[src/hdl/psff_pkg.sv]
// ----------------------------------------------------------------------------
// psff_pkg - shared definitions for the pedal sensor filter and fault block
// Constants, register indexes, fault codes and the sequencer state type.
// ----------------------------------------------------------------------------
package psff_pkg;

  // default converter width
  localparam int SAMPLE_BITS_DEF = 12;

  // configuration port
  localparam int CFG_IDX_W  = 3;
  localparam int ALPHA_BITS = 17;

  localparam logic [CFG_IDX_W-1:0] REG_LOW_LIMIT  = 3'd0;
  localparam logic [CFG_IDX_W-1:0] REG_HIGH_LIMIT = 3'd1;
  localparam logic [CFG_IDX_W-1:0] REG_IDLE_LEVEL = 3'd2;
  localparam logic [CFG_IDX_W-1:0] REG_FULL_LEVEL = 3'd3;
  localparam logic [CFG_IDX_W-1:0] REG_ALPHA      = 3'd4;

  // register reset values (sample-level ones are cut to SAMPLE_BITS)
  localparam logic [15:0]           LOW_LIMIT_RST  = 16'd100;
  localparam logic [15:0]           HIGH_LIMIT_RST = 16'd3995;
  localparam logic [15:0]           IDLE_LEVEL_RST = 16'd500;
  localparam logic [15:0]           FULL_LEVEL_RST = 16'd3500;
  localparam logic [ALPHA_BITS-1:0] ALPHA_RST      = 17'd6554;
  localparam logic [ALPHA_BITS-1:0] ALPHA_ONE      = 17'h10000;

  // result
  localparam int PERCENT_BITS = 15;
  localparam logic [PERCENT_BITS-1:0] PERCENT_FULL = 15'd25600;

  localparam logic [1:0] FAULT_NONE  = 2'd0;
  localparam logic [1:0] FAULT_WIRE  = 2'd1;
  localparam logic [1:0] FAULT_SHORT = 2'd2;

  // sequencer
  localparam int CNT_W     = 4;
  localparam int MUL_STEPS = 9;   // radix-4 digits of the 18-bit padded alpha
  localparam int DIV_STEPS = 15;  // quotient bits

  typedef enum logic [3:0] {
    ST_IDLE,
    ST_CHECK,
    ST_SETUP,
    ST_MUL,
    ST_UPDATE,
    ST_MAGS,
    ST_NUMER,
    ST_DSAT,
    ST_DIV,
    ST_DONE
  } state_t;

endpackage

[src/hdl/pedal_sensor_filter_and_fault_top.sv]
// ----------------------------------------------------------------------------
// pedal_sensor_filter_and_fault_top - pedal sample filter with range check
// Range fault check, exponential average and percent mapping, digit serial.
// ----------------------------------------------------------------------------
// Usage:
//   in_*  : one raw converter sample per transfer (valid/ready).
//   out_* : one result per sample: percent (Q7.8), fault code and the filter
//           state in Q12.16 (valid/ready, held in an output register).
//   cfg_* : register write port, one write per cycle at cfg_we. Unknown indexes
//           are dropped. User writes only while the block is idle (not enforced).
// Processing:
//   A good sample passes through fault check, operand setup, 9 radix-4
//   multiplier steps, state update, magnitude and numerator prep, a
//   saturation test, 15 restoring divider steps and the DONE hand-off. A
//   zero percent skips the divider, a clamped one leaves after the test, a
//   faulted sample goes from the fault check straight to DONE.
//   One sample is in flight at a time; in_ready returns once the result is
//   loaded into the output register. The multiplier digit loop and the
//   divider bit loop take most of a sample's time.
// Reset: registers go to their defaults, filter state to zero, no result.
// Stall: a finished result waits in the output register; the next sample is
//   taken meanwhile and its result waits in DONE until the slot frees up.
// ----------------------------------------------------------------------------
module pedal_sensor_filter_and_fault_top #(
  parameter int SAMPLE_BITS = psff_pkg::SAMPLE_BITS_DEF
) (
  input  logic                                clk,
  input  logic                                rst_n,
  // sample channel
  input  logic                                in_valid,
  output logic                                in_ready,
  input  logic [SAMPLE_BITS-1:0]              in_sample,
  // result channel
  output logic                                out_valid,
  input  logic                                out_ready,
  output logic [psff_pkg::PERCENT_BITS-1:0]   out_percent,
  output logic [1:0]                          out_fault,
  output logic [SAMPLE_BITS+15:0]             out_smoothed_level,
  // configuration
  input  logic                                cfg_we,
  input  logic [psff_pkg::CFG_IDX_W-1:0]      cfg_index,
  input  logic [((SAMPLE_BITS > psff_pkg::ALPHA_BITS) ?
                 SAMPLE_BITS : psff_pkg::ALPHA_BITS)-1:0] cfg_wdata
);
  import psff_pkg::*;

  localparam int SB  = SAMPLE_BITS;
  localparam int LB  = SB + 16;        // filter state, Q.16
  localparam int DW  = LB + 1;         // signed sample-minus-state
  localparam int D3W = LB + 3;         // signed 3x difference
  localparam int PW  = LB + 19;        // signed product accumulator
  localparam int NW  = LB + 8;         // divide numerator
  localparam int RW  = SB + 8;         // remainder / divisor
  localparam int AW  = 18;             // alpha padded to whole radix-4 digits

  // ---------------- configuration registers ----------------
  logic [SB-1:0]         low_r, high_r, idle_r, full_r;
  logic [ALPHA_BITS-1:0] alpha_r;

  always_ff @(posedge clk) begin
    if (!rst_n) begin
      low_r   <= LOW_LIMIT_RST[SB-1:0];
      high_r  <= HIGH_LIMIT_RST[SB-1:0];
      idle_r  <= IDLE_LEVEL_RST[SB-1:0];
      full_r  <= FULL_LEVEL_RST[SB-1:0];
      alpha_r <= ALPHA_RST;
    end else if (cfg_we) begin
      case (cfg_index)
        REG_LOW_LIMIT:  low_r   <= cfg_wdata[SB-1:0];
        REG_HIGH_LIMIT: high_r  <= cfg_wdata[SB-1:0];
        REG_IDLE_LEVEL: idle_r  <= cfg_wdata[SB-1:0];
        REG_FULL_LEVEL: full_r  <= cfg_wdata[SB-1:0];
        REG_ALPHA:      alpha_r <= cfg_wdata[ALPHA_BITS-1:0];
        default: ;
      endcase
    end
  end

  // ---------------- sequencer and datapath registers ----------------
  state_t state_r, state_nxt;
  logic [CNT_W-1:0]  cnt_r, cnt_nxt;
  logic [SB-1:0]     sample_r, sample_nxt;
  logic [LB-1:0]     level_r, level_nxt;        // filter state
  logic signed [DW-1:0]  d_r, d_nxt;
  logic signed [D3W-1:0] d3_r, d3_nxt;
  logic [AW-1:0]     a_r, a_nxt;                // multiplier digit shifter
  logic signed [PW-1:0] acc_r, acc_nxt;
  logic [LB-1:0]     dmag_r, dmag_nxt;
  logic [SB-1:0]     smag_r, smag_nxt;
  logic              zero_r, zero_nxt;          // percent forced to zero
  logic [NW-1:0]     num_r, num_nxt;            // numerator, shifts out MSB first
  logic [RW-1:0]     rem_r, rem_nxt;
  logic [DIV_STEPS-1:0] q_r, q_nxt;
  logic [PERCENT_BITS-1:0] pct_r, pct_nxt;
  logic [1:0]        fault_r, fault_nxt;

  logic                      out_valid_r, out_valid_nxt;
  logic [PERCENT_BITS-1:0]   out_pct_r, out_pct_nxt;
  logic [1:0]                out_fault_r, out_fault_nxt;
  logic [LB-1:0]             out_lvl_r, out_lvl_nxt;

  logic in_xfer;
  logic out_free;

  assign in_ready  = (state_r == ST_IDLE);
  assign in_xfer   = in_valid && in_ready;
  assign out_free  = !out_valid_r || out_ready;

  // ---------------- combinational helpers ----------------
  logic fault_wire, fault_short;
  logic [ALPHA_BITS-1:0] alpha_sat;
  logic signed [PW-1:0]  pp;
  logic signed [PW-1:0]  rnd;
  logic signed [D3W-1:0] delta;
  logic [D3W-1:0]        lvl_sum;
  logic [LB-1:0]         idle_q;
  logic                  dneg, sneg;
  logic [SB+8:0]         top;      // numerator bits above the quotient field
  logic [SB+8:0]         den;      // divisor, one bit of headroom
  logic [SB+8:0]         trial;
  logic                  trial_ge;
  logic [DIV_STEPS-1:0]  q_full;

  assign fault_wire  = sample_r < low_r;
  assign fault_short = sample_r > high_r;
  assign alpha_sat   = (alpha_r > ALPHA_ONE) ? ALPHA_ONE : alpha_r;

  // radix-4 partial product
  always_comb begin
    case (a_r[AW-1:AW-2])
      2'd0:    pp = '0;
      2'd1:    pp = {{(PW-DW){d_r[DW-1]}}, d_r};
      2'd2:    pp = {{(PW-DW-1){d_r[DW-1]}}, d_r, 1'b0};
      2'd3:    pp = {{(PW-D3W){d3_r[D3W-1]}}, d3_r};
      default: pp = '0;
    endcase
  end

  // round half up, then drop the 16 fraction bits
  assign rnd     = acc_r + PW'(32768);
  assign delta   = D3W'(rnd >>> 16);
  assign lvl_sum = {3'b000, level_r} + delta;

  assign idle_q = {idle_r, 16'b0};
  assign dneg   = level_r < idle_q;
  assign sneg   = full_r < idle_r;

  assign top      = num_r[NW-1:DIV_STEPS];
  assign den      = {1'b0, smag_r, 8'b0};
  assign trial    = {rem_r, num_r[DIV_STEPS-1]};
  assign trial_ge = trial >= den;
  assign q_full   = {q_r[DIV_STEPS-2:0], trial_ge};

  // ---------------- next state ----------------
  always_comb begin
    state_nxt = state_r;
    case (state_r)
      ST_IDLE:   if (in_xfer) state_nxt = ST_CHECK;
      ST_CHECK:  state_nxt = (fault_wire || fault_short) ? ST_DONE : ST_SETUP;
      ST_SETUP:  state_nxt = ST_MUL;
      ST_MUL:    if (cnt_r == '0) state_nxt = ST_UPDATE;
      ST_UPDATE: state_nxt = ST_MAGS;
      ST_MAGS:   state_nxt = ST_NUMER;
      ST_NUMER:  state_nxt = zero_r ? ST_DONE : ST_DSAT;
      ST_DSAT:   state_nxt = (top >= den) ? ST_DONE : ST_DIV;
      ST_DIV:    if (cnt_r == '0) state_nxt = ST_DONE;
      ST_DONE:   if (out_free) state_nxt = ST_IDLE;
      default:   state_nxt = ST_IDLE;
    endcase
  end

  // ---------------- datapath ----------------
  always_comb begin
    cnt_nxt       = cnt_r;
    sample_nxt    = sample_r;
    level_nxt     = level_r;
    d_nxt         = d_r;
    d3_nxt        = d3_r;
    a_nxt         = a_r;
    acc_nxt       = acc_r;
    dmag_nxt      = dmag_r;
    smag_nxt      = smag_r;
    zero_nxt      = zero_r;
    num_nxt       = num_r;
    rem_nxt       = rem_r;
    q_nxt         = q_r;
    pct_nxt       = pct_r;
    fault_nxt     = fault_r;
    out_valid_nxt = out_valid_r && !out_ready;
    out_pct_nxt   = out_pct_r;
    out_fault_nxt = out_fault_r;
    out_lvl_nxt   = out_lvl_r;

    case (state_r)
      ST_IDLE: begin
        if (in_xfer) sample_nxt = in_sample;
      end
      ST_CHECK: begin
        pct_nxt = '0;
        if (fault_wire)       fault_nxt = FAULT_WIRE;
        else if (fault_short) fault_nxt = FAULT_SHORT;
        else                  fault_nxt = FAULT_NONE;
      end
      ST_SETUP: begin
        d_nxt   = $signed({1'b0, sample_r, 16'b0}) - $signed({1'b0, level_r});
        d3_nxt  = {{(D3W-DW){d_nxt[DW-1]}}, d_nxt}
                + {{(D3W-DW-1){d_nxt[DW-1]}}, d_nxt, 1'b0};
        a_nxt   = {1'b0, alpha_sat};
        acc_nxt = '0;
        cnt_nxt = CNT_W'(MUL_STEPS - 1);
      end
      ST_MUL: begin
        acc_nxt = (acc_r <<< 2) + pp;
        a_nxt   = {a_r[AW-3:0], 2'b00};
        cnt_nxt = cnt_r - 1'b1;
      end
      ST_UPDATE: begin
        level_nxt = lvl_sum[LB-1:0];
      end
      ST_MAGS: begin
        dmag_nxt = dneg ? (idle_q - level_r) : (level_r - idle_q);
        smag_nxt = sneg ? (idle_r - full_r) : (full_r - idle_r);
        zero_nxt = (idle_r == full_r) || (level_r == idle_q) || (dneg != sneg);
      end
      ST_NUMER: begin
        // dmag*100 + smag*128, divided later by smag*256
        num_nxt = ({8'b0, dmag_r} << 6) + ({8'b0, dmag_r} << 5)
                + ({8'b0, dmag_r} << 2) + {{(NW-SB-7){1'b0}}, smag_r, 7'b0};
        pct_nxt = '0;
      end
      ST_DSAT: begin
        pct_nxt = PERCENT_FULL;
        rem_nxt = top[RW-1:0];
        q_nxt   = '0;
        cnt_nxt = CNT_W'(DIV_STEPS - 1);
      end
      ST_DIV: begin
        rem_nxt = trial_ge ? RW'(trial - den) : trial[RW-1:0];
        q_nxt   = q_full;
        num_nxt = {num_r[NW-2:0], 1'b0};
        cnt_nxt = cnt_r - 1'b1;
        if (cnt_r == '0) pct_nxt = (q_full > PERCENT_FULL) ? PERCENT_FULL : q_full;
      end
      ST_DONE: begin
        if (out_free) begin
          out_valid_nxt = 1'b1;
          out_pct_nxt   = pct_r;
          out_fault_nxt = fault_r;
          out_lvl_nxt   = level_r;
        end
      end
      default: ;
    endcase
  end

  // ---------------- registers ----------------
  always_ff @(posedge clk) begin
    if (!rst_n) begin
      state_r     <= ST_IDLE;
      out_valid_r <= 1'b0;
      level_r     <= '0;
    end else begin
      state_r     <= state_nxt;
      out_valid_r <= out_valid_nxt;
      level_r     <= level_nxt;
    end
  end

  always_ff @(posedge clk) begin
    cnt_r       <= cnt_nxt;
    sample_r    <= sample_nxt;
    d_r         <= d_nxt;
    d3_r        <= d3_nxt;
    a_r         <= a_nxt;
    acc_r       <= acc_nxt;
    dmag_r      <= dmag_nxt;
    smag_r      <= smag_nxt;
    zero_r      <= zero_nxt;
    num_r       <= num_nxt;
    rem_r       <= rem_nxt;
    q_r         <= q_nxt;
    pct_r       <= pct_nxt;
    fault_r     <= fault_nxt;
    out_pct_r   <= out_pct_nxt;
    out_fault_r <= out_fault_nxt;
    out_lvl_r   <= out_lvl_nxt;
  end

  assign out_valid          = out_valid_r;
  assign out_percent        = out_pct_r;
  assign out_fault          = out_fault_r;
  assign out_smoothed_level = out_lvl_r;

endmodule
[config.mk]
export PLATFORM = sky130hd
export DESIGN_NAME = pedal_sensor_filter_and_fault_top
export DESIGN_NICKNAME = d
export VERILOG_FILES = /design/src/hdl/psff_pkg.sv /design/src/hdl/pedal_sensor_filter_and_fault_top.sv
export SDC_FILE = /design/constraint.sdc
export NUM_CORES = 1
export LEC_CHECK = 0
export BUFFER_PORTS_ARGS = -buffer_cell sky130_fd_sc_hd__buf_4
export CAP_MARGIN = 20
export CORE_ASPECT_RATIO = 1.4
export CORE_UTILIZATION = 58
export DETAILED_ROUTE_END_ITERATION = 8
export GPL_ROUTABILITY_DRIVEN = 0
export PLACE_DENSITY_LB_ADDON = 0.25
export SETUP_SLACK_MARGIN = 0.05
export SLEW_MARGIN = 20
export SYNTH_ARGS = -nofsm -noshare
export SYNTH_HDL_FRONTEND = slang
export SYNTH_SLANG_ARGS = --single-unit
[constraint.sdc]
create_clock -name clk -period 6.1 [get_ports clk]
set_input_delay 0 -clock clk [delete_from_list [all_inputs] [get_ports clk]]
set_output_delay 0 -clock clk [all_outputs]
set_load 0.005 [all_outputs]
==> results.tsv, run 1 <==
metric	value	unit
ys_ff_latch	405	
grt_start_max_net_pins	64	
dpl_cell_area	0.0284	mm²
leakagePower	12.4	nW
synth_top_area_share	33.9	%
drcViolationCount	0	
drt-initial-drc-count	1545	
cts_root_buf	clkbuf_16	
synth_ff_type	edfxtp_1	
grt_overflow	0	
postCtsHoldBufs	40	
drv_slew	0	
finalSetupTns	0	ns
via_per_inst	6.11	
num_antenna_cells	0	
startpoint	a_r[17]$_SDFFCE_PN0P_	
dp_cells	3420	
synth_cell_types	93	
grt_pass1_wl	112000	µm
syn_avg_cell_area	9.73	µm²
peakVddDrop	0.262	mV
cts_tree	yes	
worst_pin_slew	1.04	ns
required	6.40	ns
hold_start	cfg_index[2]	
clk_pin_slew	0.06	ns
area_delta_synth_final	11.2	%
postCtsSetupBuffers	0	
wirelength	70300	µm
syn_area	0.0272	mm²
r2r-end	acc_r[40]$_SDFFCE_PN0P_	
clock_latency	0.57	ns
grt_pass1_vias	21200	
cts.sinks	405	
fp.dieW	185	µm
nNetsFinal	3218	
async_reset_ff_share	0	%
reg2regPathDepth	14	
syn-num-nets	3122	
cp-end-kind	register	
dieArea	0.0477	mm²
path_class	register to register	
cp_max_fo	14	
finalClockSkew	0.0305	ns
dr.pass1.iters	5	
placementRows	93	
synth_edf_count	307	
fillers	3738	
cts_max_path_buffers	3	
die_height	258	µm
synth.area.top_cells	edfxtp_1 (34%), ha_1 (12%), dfxtp_1 (7.2%)	
min_path_type	primary input to register	
drive_above_1_share	8.39	%
htreeDepth	2	
fin_cells	3538	
cts-resized-gates	0	
wl_per_cell	19.9	µm
yosys_warnings	0	
max_freq	0.212	GHz
netlist_instances	2792	
initial_core_util	59.0	%
p_per_area	379	mW/mm²
status	finished clean	
crit_end	acc_r[40]$_SDFFCE_PN0P_	
io_buffers	83	
rsz0062_at_grt	false	
fin_crit_sh	77.5	%
antenna_found_initial	1	
ios	84	
start_kind	register	
drtAntennaViolNets	0	
arrival	5.02	ns
fin_area	0.0302	mm²
maxSlewHeadroom	30.6	%
finalSetupViolCount	0	
hold_viol	0	
vias	21600	
numCtsBuffers	42	
core_area	0.0461	mm²
dpl.hpwl	53100	µm
max_cap_viol_count	0	
ys_seq_area_share	41.1	%
ff2ff_setup_slack	1.37	ns
min_period	4.73	ns
synth.largest_area_cell	edfxtp_1	
track_usage	29.7	%
r2r_start	a_r[17]$_SDFFCE_PN0P_	
-- cell families after synthesis --
logic type,after synthesis,synth area share (%)
muxes,56,2.21
DFF,405,41.1
buffers and inverters,278,3.89
xor gates and xnor gates,181,5.89
AOI/OAI and AO/OA,708,16.9
adders and majority gates,293,14.7
and+or+nand+nor,871,15.3
-- layout by cell type (no fill, tap or decap), types with 20 or more instances in the layout --
cell type | synthesis | final
nand2_1 | 333 | 333
edfxtp_1 | 307 | 307
ha_1 | 250 | 250
a21oi_1 | 212 | 211
inv_1 | 185 | 185
nor2_1 | 187 | 181
o21ai_0 | 140 | 140
xnor2_1 | 103 | 103
buf_4 | 1 | 103
dfxtp_1 | 98 | 98
xor2_1 | 77 | 77
a21o_1 | 65 | 65
nand3_1 | 64 | 64
nor3_1 | 55 | 53
o211ai_1 | 44 | 44
and2_1 | 43 | 43
fa_1 | 43 | 43
clkbuf_16 | 0 | 43
a22o_1 | 42 | 42
dlygate4sd3_1 | 0 | 40
a211oi_1 | 36 | 36
mux2_2 | 31 | 31
nand4_1 | 31 | 31
nor2b_1 | 30 | 29
and3_1 | 25 | 25
mux2i_1 | 25 | 25
o21a_1 | 24 | 24
a31oi_1 | 22 | 22
o21bai_1 | 20 | 20
-- final cells by class --
cell class / instances / area (µm²) / share of cell area [%]
multi-input combinational: 2109 / 15000 / 49.6
clock buffer: 56 / 1190 / 3.96
clock inverter: 21 / 173 / 0.572
inverter: 186 / 698 / 2.31
tap: 617 / 772 / 2.56
sequential: 405 / 11200 / 37.0
timing repair buffer: 144 / 1200 / 3.98
-- synth_stat cells, types with 25 or more instances --
| master | count |
|---|---|
| dfxtp_1 | 98 |
| nand2_1 | 333 |
| nor2_1 | 187 |
| a22o_1 | 42 |
| o21ai_0 | 140 |
| nor3_1 | 55 |
| nand3_1 | 64 |
| nor2b_1 | 30 |
| and3_1 | 25 |
| a21o_1 | 65 |
| a211oi_1 | 36 |
| inv_1 | 185 |
| mux2i_1 | 25 |
| nand4_1 | 31 |
| clkbuf_1 | 75 |
| and2_1 | 43 |
| o211ai_1 | 44 |
| xor2_1 | 77 |
| edfxtp_1 | 307 |
| xnor2_1 | 103 |
| a21oi_1 | 212 |
| fa_1 | 43 |
| mux2_2 | 31 |
| ha_1 | 250 |
-- flip-flops by register name (all words and copies together), names as in the netlist, 14 cells and up --
register            flops
a_r                    18
d3_r                   29
out_percent            15
level_r                28
d_r                    29
q_r                    14
pct_r                  15
acc_r                  44
rem_r                  20
num_r                  34
out_smoothed_level     28
dmag_r                 28
alpha_r                17
-- worst min-delay path by stage --
stage,end,cells past startpoint,slack [ns]
floorplan,sample_r[0]$_DFFE_PP_,0,0.1
global placement,sample_r[9]$_DFFE_PP_,1,0.18
detailed placement,sample_r[5]$_DFFE_PP_,1,0.18
CTS,full_r[9]$_SDFFE_PN0P_,5,0.06
global route,idle_r[1]$_SDFFE_PN0P_,6,0.11
finish,idle_r[1]$_SDFFE_PN0P_,6,0.05
-- worst max-delay path, cell delays in order, from the launching register on --
cell and delay, ns:
edfxtp_1 0.66, nor2b_2 0.55, a22o_1 0.23, ha_1 0.19
inv_1 0.06, fa_1 0.37, nor2b_1 0.22, o31a_1 0.24
o221ai_1 0.26, o211ai_1 0.43, nand4_1 0.25, a211o_1 0.42
a211oi_1 0.29, o21ai_0 0.13, nor3b_1 0.14
-- where the power goes --
group | leakage [nW] | switching (mW) | internal (mW)
Sequential | 3.63 | 0.358 | 3.78
Clock | 0.673 | 1.12 | 1.47
Combinational | 8.11 | 2.85 | 1.87
Total | 12.4 | 4.33 | 7.12
-- routing by layer --
layer  up-vias  part of all wire (%)  routed length [µm]  GRT usage, %
met2       756                    51               35700          52.3
met3       176                   5.1                3580          3.36
met5         -                 0.011                   8             0
li1      10300                     -                   -             -
met4         2                   4.6                3250          14.0
met1     10400                    39               27800          36.0
-- metrics by stage --
stage / worst slack (ns) / utilization, % / total power [mW] / hold slack (ns)
final: 1.37 / 65.5 / 11.5 / 0.0499
after global routing: 1.06 / 65.5 / 12.1 / 0.112
after CTS: 1.41 / 65.5 / 11.4 / 0.0634
after detailed placement: 1.43 / 61.6 / 8.78 / 0.181
after global placement: 1.55 / 61.6 / 8.61 / 0.180
after floorplan: 0.843 / - / 7.55 / 0.0989
(Power assumes the default switching activity.)
==> run 2, diff against run 1 <==
clock period = 3.8 ns   (was 6.1 ns; I/O delays follow)
==> results.tsv, run 2 (synthesis gave the netlist of run 1 again) <==
metric	value	unit	change
hold_viol	0		unchanged
fin_cells	3809		was 3538
whs_endpoint	high_r[2]$_SDFFE_PN0P_		was idle_r[1]$_SDFFE_PN0P_
whs_path_depth	5		was 6
finalSetupTns	-0.507	ns	was 0 ns
wl_per_cell	19.9	µm	about the same
htreeDepth	2		unchanged
track_usage	31.3	%	was 29.7%
intPower	12.8	mW	was 7.12 mW
status	finished, violations left		was finished clean
rsz0062_at_grt	true		was false
via_per_inst	6.09		was 6.11
io_buffers	83		unchanged
finalSetupViolCount	7		was 0
final.setup.worst_slack	-0.123	ns	was 1.37 ns
die_height	258	µm	unchanged
maxSlewHeadroom	40.0	%	was 30.6%
cts_max_path_buffers	3		unchanged
ios	84		unchanged
worst_pin_slew	0.898	ns	was 1.04 ns
num_antenna_cells	0		unchanged
pwr-share-comb	47.7	%	was 41.3%
clock_latency	0.57	ns	about the same
wirelength	75900	µm	was 70300 µm
register_area	0.0112	mm²	about the same
grt_overflow	0		unchanged
initial_core_util	59.0	%	unchanged
r2r_start	dmag_r[1]$_DFFE_PP_		was a_r[17]$_SDFFCE_PN0P_
cts_tree	yes		unchanged
drv_slew	0		unchanged
finalClockSkew	0.0365	ns	was 0.0305 ns
top_register	acc_r		unchanged
grt_start_max_net_pins	65		was 64
final_common_cell	buf_4		was nand2_1
holdWs	0.111	ns	was 0.0499 ns
cts.sinks	405		unchanged
totalPowerFinal	20.5	mW	was 11.5 mW
area_delta_synth_final	22.1	%	was 11.2%
core_area	0.0461	mm²	unchanged
antenna_found_initial	0		was 1
p_per_area	618	mW/mm²	was 379 mW/mm²
cts_root_buf	clkbuf_16		unchanged
ff2ff_setup_slack	-0.12	ns	was 1.37 ns
largest_registers	acc_r: 44 flops, num_r: 34 flops		unchanged
p_seq_share	32.1	%	was 36.1%
post-route-util	72.0	%	was 65.5%
start_kind	register		unchanged
cp-end-kind	register		unchanged
final_cell_mix	buf_4 (366), nand2_1 (330), edfxtp_1 (307)		was nand2_1 (333), edfxtp_1 (307), ha_1 (250)
dpl_cell_area	0.0302	mm²	was 0.0284 mm²
fillers	3276		was 3738
cp_max_fo	4		was 14
fin_area	0.0332	mm²	was 0.0302 mm²
multi_input_area	0.0159	mm²	was 0.0150 mm²
leakagePower	13.9	nW	was 12.4 nW
dieArea	0.0477	mm²	unchanged
max_freq	0.255	GHz	was 0.212 GHz
dp_cells	3653		was 3420
hold_start	cfg_we		was cfg_index[2]
placementRows	93		unchanged
dr.pass1.iters	6		was 5
grt_pass1_wl	118000	µm	was 112000 µm
nNetsFinal	3490		was 3218
dpl.hpwl	56500	µm	was 53100 µm
required	4.08	ns	was 6.40 ns
r2r-end	num_r[35]$_DFFE_PP_		was acc_r[40]$_SDFFCE_PN0P_
largest_reg_flops	44		unchanged
numCtsBuffers	42		unchanged
arrival	4.21	ns	was 5.02 ns
p_sw	7.65	mW	was 4.33 mW
vias	23200		was 21600
fin_crit_sh	103	%	was 77.5%
min_path_type	primary input to register		unchanged
drive_above_1_share	20.2	%	was 8.39%
drtAntennaViolNets	0		unchanged
drcViolationCount	0		unchanged
swShare	37.3	%	was 37.8%
fp.dieW	185	µm	unchanged
peakVddDrop	0.664	mV	was 0.262 mV
pre_cts_slack	-0.225	ns	was 1.43 ns
min_period	3.92	ns	was 4.73 ns
grt_pass1_vias	22900		was 21200
max_cap_viol_count	0		unchanged
violations	setup timing		
p_clk_share	20.2	%	was 22.6%
path_class	register to register		unchanged
drt-initial-drc-count	1892		was 1545
reg2regPathDepth	15		was 14
clk_pin_slew	0.07	ns	was 0.06 ns
[run 2: changes by cell type in the layout (fill, tap and decap cells not counted), moves of 10 or more]
cell	delta
a21oi_1	-13
a211oi_1	-12
buf_4	+263
nor3_1	-11
a211oi_2	+10
o21ai_0	-28
o21ai_1	+22
inv_1	-15
a21oi_2	+11
ha_1	-14
inv_2	+16
ha_4	+11
[run 2: cell type report]
cell class	count	area share (%)
Tap cell	617	2.33
Sequential cell	405	33.7
Clock inverter	18	0.524
Inverter	186	2.10
Timing Repair Buffer	416	9.90
Multi-Input combinational cell	2109	47.8
Clock buffer	58	3.63
[run 2: critical path, cell delays in order, from the launching register on]
cell      delay [ns]
edfxtp_1        0.41
inv_2           0.08
fa_1            0.42
fa_1            0.49
inv_1           0.04
ha_2            0.19
fa_2            0.34
a211o_1         0.28
a21oi_2         0.21
o31ai_4         0.11
a31oi_4         0.25
a211oi_2        0.12
o211ai_1        0.25
a311oi_2        0.16
o211ai_1        0.19
o21ai_1         0.09
[run 2: what timing repair did]
item | CTS | global route
hold buffers | 43 | 0
hold endpoints to repair | 82 | 0
gates resized for setup | 68 | 122
pin swaps | 40 | 71
buffers inserted | 9 | 27
setup endpoints to repair | 29 | 52
[run 2: how the worst max path moves through the flow]
stage	from	end	slack [ns]	cells after the start
after floorplan	level_r[0]$_SDFFE_PN0P_	d3_r[29]$_DFFE_PP_	0.05	16
after global placement	dmag_r[1]$_DFFE_PP_	num_r[35]$_DFFE_PP_	-0.13	15
after detailed placement	dmag_r[1]$_DFFE_PP_	num_r[35]$_DFFE_PP_	-0.22	15
after CTS	dmag_r[1]$_DFFE_PP_	num_r[35]$_DFFE_PP_	-0.14	15
after global routing	dmag_r[1]$_DFFE_PP_	num_r[35]$_DFFE_PP_	-0.25	15
final	dmag_r[1]$_DFFE_PP_	num_r[35]$_DFFE_PP_	-0.12	15
[run 2: layer usage]
layer  share of wire (%)  vias up  GRT usage [%]
met5                   0        -              0
met4                 6.1        0           17.7
met3                 5.8      256           3.74
met2                  50      890           54.8
met1                  38    11200           36.9
li1                    -    10900              -
[run 2: power by group through the flow]
stage                     combinational (mW)  clock [mW]  sequential [mW]
final                                   9.77        4.15             6.57
after detailed placement                8.71           0             6.63
after global routing                    10.6        4.34             6.63
after global placement                  8.41           0             6.60
after CTS                               9.05        4.19             6.55
after floorplan                         5.71           0             6.43
